## src/sv/sso_pkg.sv

```systemverilog
package sso_pkg;

	localparam int unsigned MaxExtent       = 1024;
	localparam int unsigned MaxElementBytes = 16;

	// register indexes (byte address = 4 * index)
	localparam logic [2:0] RegRotateMode  = 3'd0;
	localparam logic [2:0] RegVecWidth    = 3'd1;
	localparam logic [2:0] RegPerPhase    = 3'd2;
	localparam logic [2:0] RegMaxPhase    = 3'd3;
	localparam logic [2:0] RegOuterSelect = 3'd4;
	localparam logic [2:0] RegExtentDim0  = 3'd5;
	localparam logic [2:0] RegExtentDim1  = 3'd6;
	localparam logic [2:0] RegElemBytes   = 3'd7;

	localparam int unsigned DivW = 11;

	typedef struct packed {
		logic        ok;
		logic [9:0]  outer;
		logic [9:0]  qi;
		logic [10:0] ri;
		logic [10:0] groups;
	} side_t;

endpackage

```

## src/sv/swizzled_shared_byte_offset.sv

```systemverilog
// Swizzled shared-memory byte offset generator.
// Input channel: coord_valid/coord_ready with coord_dim0, coord_dim1.
// Result channel: res_valid/res_ready with byte_offset, valid_res.
// Configuration: APB-style write/read port, register i at byte address 4*i;
// write registers only while no transaction is in flight.
// Pipeline: four chained 11-stage restoring dividers (outer/per_phase with
// inner/vw and extent/vw in parallel, then two divides by max_phase, then the
// swizzle modulo the group count), followed by three multiply/add stages, lie
// between the input transaction and the result on the port.
// Throughput: one transaction per cycle.
// Stall: while a result waits and res_ready is low, the whole pipeline
// holds and coord_ready is low; nothing is dropped or repeated.
// Reset: arst_n clears all valid bits and restores the register reset values
// (rotate 0, vec 1, per_phase 1, max_phase 1, outer dim0, extents 64,
// element bytes 2).
// An out-of-range coordinate or bad configuration gives valid_res 0 and
// byte_offset 0.
module swizzled_shared_byte_offset (
	input  logic        clk,
	input  logic        arst_n,
	input  logic        coord_valid,
	output logic        coord_ready,
	input  logic [9:0]  coord_dim0,
	input  logic [9:0]  coord_dim1,
	output logic        res_valid,
	input  logic        res_ready,
	output logic [24:0] byte_offset,
	output logic        valid_res,
	input  logic        psel,
	input  logic        penable,
	input  logic        pwrite,
	input  logic [4:0]  paddr,
	input  logic [31:0] pwdata,
	output logic [31:0] prdata,
	output logic        pready
);

	localparam int unsigned W = sso_pkg::DivW;
	localparam int unsigned L1 = W;
	localparam int unsigned Depth = 4 * W;

	// configuration registers
	logic        rotate_q, outer_sel_q;
	logic [10:0] vec_q, per_q, maxp_q, ext0_q, ext1_q;
	logic [4:0]  eb_q;
	logic        wr;

	assign pready = 1'b1;
	assign wr = psel & penable & pwrite;

	always_ff @(posedge clk or negedge arst_n) begin
		if (!arst_n) begin
			rotate_q    <= 1'b0;
			vec_q       <= 11'd1;
			per_q       <= 11'd1;
			maxp_q      <= 11'd1;
			outer_sel_q <= 1'b0;
			ext0_q      <= 11'd64;
			ext1_q      <= 11'd64;
			eb_q        <= 5'd2;
		end else if (wr) begin
			case (paddr[4:2])
				sso_pkg::RegRotateMode:  rotate_q    <= pwdata[0];
				sso_pkg::RegVecWidth:    vec_q       <= pwdata[10:0];
				sso_pkg::RegPerPhase:    per_q       <= pwdata[10:0];
				sso_pkg::RegMaxPhase:    maxp_q      <= pwdata[10:0];
				sso_pkg::RegOuterSelect: outer_sel_q <= pwdata[0];
				sso_pkg::RegExtentDim0:  ext0_q      <= pwdata[10:0];
				sso_pkg::RegExtentDim1:  ext1_q      <= pwdata[10:0];
				sso_pkg::RegElemBytes:   eb_q        <= pwdata[4:0];
				default: ;
			endcase
		end
	end

	always_comb begin
		case (paddr[4:2])
			sso_pkg::RegRotateMode:  prdata = {31'd0, rotate_q};
			sso_pkg::RegVecWidth:    prdata = {21'd0, vec_q};
			sso_pkg::RegPerPhase:    prdata = {21'd0, per_q};
			sso_pkg::RegMaxPhase:    prdata = {21'd0, maxp_q};
			sso_pkg::RegOuterSelect: prdata = {31'd0, outer_sel_q};
			sso_pkg::RegExtentDim0:  prdata = {21'd0, ext0_q};
			sso_pkg::RegExtentDim1:  prdata = {21'd0, ext1_q};
			sso_pkg::RegElemBytes:   prdata = {27'd0, eb_q};
			default:                 prdata = '0;
		endcase
	end

	// pipeline control
	logic             en;
	logic             res_valid_q;
	logic [Depth-1:0] vld_s;
	logic             vld_m1_s, vld_m2_s;

	assign en          = !res_valid_q || res_ready;
	assign coord_ready = en;

	// input checks
	logic [9:0]  outer_in, inner_in;
	logic [10:0] inner_ext;
	logic        ok_in;

	assign outer_in  = outer_sel_q ? coord_dim1 : coord_dim0;
	assign inner_in  = outer_sel_q ? coord_dim0 : coord_dim1;
	assign inner_ext = outer_sel_q ? ext0_q : ext1_q;
	assign ok_in = (vec_q != '0) && (per_q != '0) && (maxp_q != '0) && (eb_q != '0)
		&& ({27'd0, eb_q} <= 32'(sso_pkg::MaxElementBytes))
		&& ({21'd0, ext0_q} <= 32'(sso_pkg::MaxExtent))
		&& ({21'd0, ext1_q} <= 32'(sso_pkg::MaxExtent))
		&& ({1'b0, coord_dim0} < ext0_q) && ({1'b0, coord_dim1} < ext1_q);

	// dividers
	logic [W-1:0] q1, r1, qi, ri, qg, rg, q2, r2, q3, r3, qs, rs;
	logic [W-1:0] x_in;

	sso_div #(.W(W)) u_div_phase (
		.clk(clk), .en(en), .num({1'b0, outer_in}), .den(per_q), .quo(q1), .rem(r1));
	sso_div #(.W(W)) u_div_inner (
		.clk(clk), .en(en), .num({1'b0, inner_in}), .den(vec_q), .quo(qi), .rem(ri));
	sso_div #(.W(W)) u_div_groups (
		.clk(clk), .en(en), .num(inner_ext), .den(vec_q), .quo(qg), .rem(rg));
	sso_div #(.W(W)) u_div_mp0 (
		.clk(clk), .en(en), .num(q1), .den(maxp_q), .quo(q2), .rem(r2));
	sso_div #(.W(W)) u_div_mp1 (
		.clk(clk), .en(en), .num(q2), .den(maxp_q), .quo(q3), .rem(r3));

	// per-item side data travels alongside the dividers
	sso_pkg::side_t side_s [Depth];
	logic [W-1:0]   ph_s   [W];
	sso_pkg::side_t side_in;
	sso_pkg::side_t merged;

	always_comb begin
		side_in       = '0;
		side_in.ok    = ok_in;
		side_in.outer = outer_in;
	end

	always_comb begin
		merged        = side_s[L1-1];
		merged.qi     = qi[9:0];
		merged.ri     = ri;
		merged.groups = qg;
		merged.ok     = side_s[L1-1].ok && (rg == '0) && (qg != '0);
	end

	always_ff @(posedge clk) begin
		if (en) begin
			side_s[0] <= side_in;
			for (int k = 1; k < Depth; k++) begin
				side_s[k] <= (k == L1) ? merged : side_s[k-1];
			end
			ph_s[0] <= r2;
			for (int k = 1; k < W; k++) begin
				ph_s[k] <= ph_s[k-1];
			end
		end
	end

	// swizzle = phase (xor block in rotating mode) mod group count
	assign x_in = rotate_q ? (ph_s[W-1] ^ r3) : ph_s[W-1];

	sso_div #(.W(W)) u_div_swz (
		.clk(clk), .en(en), .num(x_in), .den(side_s[3*W-1].groups), .quo(qs), .rem(rs));

	// multiply / add tail
	logic [20:0] m1_s1, m2_s1;
	logic [10:0] ri_s1;
	logic        ok_s1, ok_s2;
	logic [22:0] sum_s2;
	logic [9:0]  grp;
	logic [27:0] off;
	logic [24:0] byte_offset_q;
	logic        valid_res_q;

	assign grp = side_s[Depth-1].qi ^ rs[9:0];
	assign off = 28'(sum_s2) * 28'(eb_q);

	always_ff @(posedge clk) begin
		if (en) begin
			m1_s1  <= 21'(grp) * 21'(vec_q);
			m2_s1  <= 21'(side_s[Depth-1].outer) * 21'(inner_ext);
			ri_s1  <= side_s[Depth-1].ri;
			ok_s1  <= side_s[Depth-1].ok;
			sum_s2 <= 23'(m1_s1) + 23'(m2_s1) + 23'(ri_s1);
			ok_s2  <= ok_s1;
			byte_offset_q <= ok_s2 ? off[24:0] : '0;
			valid_res_q   <= ok_s2;
		end
	end

	always_ff @(posedge clk or negedge arst_n) begin
		if (!arst_n) begin
			vld_s       <= '0;
			vld_m1_s    <= 1'b0;
			vld_m2_s    <= 1'b0;
			res_valid_q <= 1'b0;
		end else if (en) begin
			vld_s       <= {vld_s[Depth-2:0], coord_valid};
			vld_m1_s    <= vld_s[Depth-1];
			vld_m2_s    <= vld_m1_s;
			res_valid_q <= vld_m2_s;
		end
	end

	assign res_valid   = res_valid_q;
	assign byte_offset = byte_offset_q;
	assign valid_res   = valid_res_q;

	a_zero_when_invalid: assert property (@(posedge clk) disable iff (!arst_n)
		(res_valid && !valid_res) |-> (byte_offset == '0))
		else $error("nonzero offset on invalid result");

	a_ready_follows_stall: assert property (@(posedge clk) disable iff (!arst_n)
		coord_ready == (!res_valid || res_ready))
		else $error("input ready does not track output stall");

	a_pipe_holds: assert property (@(posedge clk) disable iff (!arst_n)
		!en |=> $stable({vld_s, vld_m1_s, vld_m2_s}))
		else $error("pipeline moved during stall");

endmodule

```

## src/sv/sso_div.sv

```systemverilog
module sso_div #(
	parameter int unsigned W = 11
) (
	input  logic         clk,
	input  logic         en,
	input  logic [W-1:0] num,
	input  logic [W-1:0] den,
	output logic [W-1:0] quo,
	output logic [W-1:0] rem
);

	// restoring divider, one quotient bit per stage, MSB first
	logic [W-1:0] rem_s [W];
	logic [W-1:0] nq_s  [W];
	logic [W-1:0] den_s [W];

	for (genvar k = 0; k < W; k++) begin : g_stage
		logic [W-1:0] prem, pnq, pden;
		logic [W:0]   t, nr;
		logic         ge;
		if (k == 0) begin : g_first
			assign prem = '0;
			assign pnq  = num;
			assign pden = den;
		end else begin : g_next
			assign prem = rem_s[k-1];
			assign pnq  = nq_s[k-1];
			assign pden = den_s[k-1];
		end
		assign t  = {prem, pnq[W-1]};
		assign ge = t >= {1'b0, pden};
		assign nr = ge ? t - {1'b0, pden} : t;
		always_ff @(posedge clk) begin
			if (en) begin
				rem_s[k] <= nr[W-1:0];
				nq_s[k]  <= {pnq[W-2:0], ge};
				den_s[k] <= pden;
			end
		end
	end

	assign quo = nq_s[W-1];
	assign rem = rem_s[W-1];

endmodule
```

## config.mk

```make
export PLATFORM = sky130hd
export DESIGN_NAME = swizzled_shared_byte_offset
export DESIGN_NICKNAME = d
export VERILOG_FILES = /design/src/sv/sso_pkg.sv /design/src/sv/swizzled_shared_byte_offset.sv /design/src/sv/sso_div.sv
export SDC_FILE = /design/constraint.sdc
export NUM_CORES = 2
export LEC_CHECK = 0
export BUFFER_PORTS_ARGS = -buffer_cell sky130_fd_sc_hd__buf_2
export CELL_PAD_IN_SITES_DETAIL_PLACEMENT = 0
export CELL_PAD_IN_SITES_GLOBAL_PLACEMENT = 1
export CORE_ASPECT_RATIO = 0.8
export CORE_MARGIN = 1
export CORE_UTILIZATION = 54
export DETAILED_ROUTE_END_ITERATION = 8
export PLACE_DENSITY = 0.82
export SLEW_MARGIN = 20
export SYNTH_ARGS = -nofsm -noshare
export SYNTH_HDL_FRONTEND = slang
export SYNTH_MEMORY_MAX_BITS = 65536
export SYNTH_SLANG_ARGS = --single-unit
```

## constraint.sdc

```tcl
create_clock -name clk -period 151.3 [get_ports clk]
set_input_delay 15.13 -clock clk [delete_from_list [all_inputs] [get_ports clk]]
set_output_delay 15.13 -clock clk [all_outputs]
set_load 0.005 [all_outputs]
```

==> impl_metrics.ini <==
[outcome]
run_status = complete, no violations

[clock_tree]
htree_levels = 5
clock_path_buffers = 4
cts_buffers = 333
cts.repair.resized = 0
cts_setup_buffers = 0
cts_tree = built
holdBufCountCts = 0
clkTransAtPathRegs_ns = 0.07
clk_latency_ns = 0.90
cts.sinks = 3435
root_buffer = clkbuf_16

[drt]
dr.first_iter.drc_count = 6526
avgRoutedWirePerCell_um = 19.5
drt-pass1-iter-count = 5
ant_nets = 0
vias = 82900
finalWirelength_um = 293000
drc = 0
vias_per_cell = 5.53

[timing]
hold_violations = 0
setup_viol = 0
finalWorstPathRequiredPeriod_ns = 32.09
finClkSkew_ns = 0.0605
relSlewSlack_pct = 26.4
tightestPinTransition_ns = 1.10
fin_crit_sh_pct = 21.2
rsz0062_at_grt = no
whs_ns = 0.365
max_freq_ghz = 0.0312
slew_violations = 0
setup_tns_ns = 0
fin_ws_ns = 119.21

[critical_path]
crit_arrival_ns = 16.96
crit_fanout = 22
r2r_setup_slack_ns = 143.64
start_kind = input port
cp-end-kind = primary output
worstPathRequired_ns = 136.17
critPathKind = in2out

[synthesis]
seq_area_frac_synth_pct = 66.6
synth_area_per_cell_um2 = 14.5
ys.flop_type = edfxtp_1
async_reset_ff_share_pct = 3.17
ys_types = 86
synth_area_mm2 = 0.154
synth_warnings = 0
syn_inst = 10600
synth_edf_count = 3326
ys_seq_elements = 3435

[grt]
grt_max_degree = 200
grt_pass1_wl_um = 459000
grt_overflow_total = 0
grt_use_total_pct = 20.3
antenna_found_initial = 10
grt_pass1_vias = 82100

[power_and_ir_drop]
powerDensity_mw_per_mm2 = 24.0
power_leakage_nw = 66.0
peakVddDrop_uv = 31.1

[finish]
area_delta_synth_final_pct = 10.4
drive_above_1_share_pct = 10.2
multi_input_area_mm2 = 0.0471
regArea_mm2 = 0.103
final_util_pct = 60.2
fill_cells = 21200
final_nets = 12100

[min_path]
min_path_type = reg2reg

[placed_design]
pre_cts_slack_ns = 119.27
hpwl_um = 203000
gp_congestion = 0.895
io_buffers = 79

[floorplan]
coreArea_mm2 = 0.282
chipHeight_um = 480
die_area_mm2 = 0.287
rows = 174
top_level_ports = 125
die_w_um = 599
initial_core_util_pct = 54.5

[flow_run]
maxCapViolations = 0
==> stage by stage <==
step / std cells / cell area [um2] / total power, mW
6_report: 15000 / 170000 / 4.08
5_1_grt: 15000 / 170000 / 4.37
2_1_floorplan: 10600 / 154000 / 3.12
3_5_place_dp: 14400 / 159000 / 3.25
4_1_cts: 15000 / 170000 / 4.11
3_3_place_gp: 14400 / 159000 / 3.21
==> kinds of logic (layout without fill, tap and decap cells) <==
kind of cell,Yosys count,in the layout,share of synthesized area (%)
adders and majority gates,1130,1130,10.5
and+or+nand+nor,2196,2196,6.77
buffers and inverters,1121,1695,2.82
xor gates and xnor gates,513,513,2.92
DFF,3435,3435,66.6
AOI/OAI and AO/OA,1725,1725,6.91
muxes,475,475,3.43
other,2,25,0.00488
==> metal layers <==
| layer | share of wire [%] | track usage (%) | vias up |
|---|---|---|---|
| met5 | 0.0079 | 0 | - |
| met4 | 2.2 | 4.88 | 4 |
| li1 | - | - | 39700 |
| met1 | 48 | 30.8 | 40900 |
| met2 | 44 | 31.1 | 1846 |
| met3 | 4.9 | 2.71 | 427 |
==> path summary, 6_finish.rpt <==
check | start | end | cells past startpoint
setup / recovery | paddr[2] | prdata[3] | 6
hold / removal | side_s[9][55] | side_s[10][12] | 0
setup reg to reg | res_valid | u_div_mp1.nq_s[3][6] | 9
hold reg to reg | side_s[9][55] | side_s[10][12] | 0
max in group asynchronous | arst_n | maxp_q[6] | 2
min in group asynchronous | arst_n | res_valid | 1
==> cell usage after synthesis, types with 35 or more instances <==
| cell type | count | area share (%) |
|---|---|---|
| o21ai_1 | 42 | 0.14 |
| a21o_1 | 242 | 1.2 |
| xor2_1 | 134 | 0.76 |
| fa_1 | 272 | 3.5 |
| inv_1 | 945 | 2.3 |
| xnor2_1 | 379 | 2.2 |
| o21ai_0 | 277 | 0.90 |
| nand2b_1 | 42 | 0.17 |
| o21a_1 | 42 | 0.20 |
| ha_1 | 858 | 7.0 |
| edfxtp_1 | 3326 | 65 |
| mux2_2 | 407 | 3.0 |
| nor2b_1 | 122 | 0.50 |
| o41ai_1 | 55 | 0.31 |
| clkbuf_1 | 106 | 0.26 |
| nor2_1 | 615 | 1.5 |
| o211ai_1 | 35 | 0.17 |
| nor3_1 | 193 | 0.63 |
| a31oi_1 | 90 | 0.37 |
| nor4_1 | 100 | 0.41 |
| and2_1 | 187 | 0.76 |
| dfrtp_1 | 103 | 1.7 |
| a21oi_1 | 733 | 2.4 |
| nand3_1 | 106 | 0.34 |
| a211oi_1 | 42 | 0.20 |
| nand2_1 | 602 | 1.5 |
| buf_2 | 42 | 0.14 |
| mux2i_1 | 66 | 0.43 |
| nand4_1 | 131 | 0.53 |
==> cell type report <==
cell class / instances / area share [%]
diodes: 3 / 0.00442
clock buffers: 386 / 5.06
clock inverters: 213 / 1.35
inverters: 946 / 2.09
multi-input cells: 6061 / 27.7
flip-flops and latches: 3435 / 60.4
well taps: 3784 / 2.78
repair buffers: 150 / 0.637
==> state kept, by name, summed over array words and instances, names as in the netlist, 111 cells and up <==
signal and count:
u_div_inner.rem_s 121, u_div_groups.nq_s 121, u_div_mp1.rem_s 121, side_s 1454
u_div_phase.nq_s 111, ph_s 121, u_div_mp0.nq_s 121, u_div_groups.rem_s 121
u_div_mp0.rem_s 121, u_div_swz.rem_s 120
==> worst max-delay path: stages <==
cell     delay (ns)
buf_2          0.38
nor2b_1        0.63
a22o_1         0.24
a22oi_1        0.06
o21ai_0        0.27
buf_2          0.23
==> placed cells by master (no fill, tap or decap), types with 55 or more instances in the layout <==
| cell type | count |
|---|---|
| nor2_1 | 615 |
| clkbuf_16 | 336 |
| nor3_1 | 193 |
| clkinv_2 | 68 |
| xor2_1 | 133 |
| buf_2 | 78 |
| xnor2_1 | 379 |
| a21o_1 | 242 |
| nand2_1 | 602 |
| a21oi_1 | 733 |
| dfrtp_1 | 103 |
| a31oi_1 | 90 |
| fa_1 | 272 |
| edfxtp_1 | 3326 |
| nand3_1 | 106 |
| o21ai_0 | 277 |
| mux2i_1 | 66 |
| o41ai_1 | 55 |
| nor2b_1 | 122 |
| nand4_1 | 131 |
| mux2_2 | 407 |
| and2_1 | 187 |
| nor4_1 | 100 |
| inv_1 | 945 |
| ha_1 | 858 |
| buf_4 | 59 |
==> where the power goes <==
part           total [mW]  internal (mW)  switching [mW]
Clock               0.832          0.476           0.355
Combinational        1.67          0.718           0.956
Sequential           1.57           1.44           0.132
(Power assumes the default switching activity.)
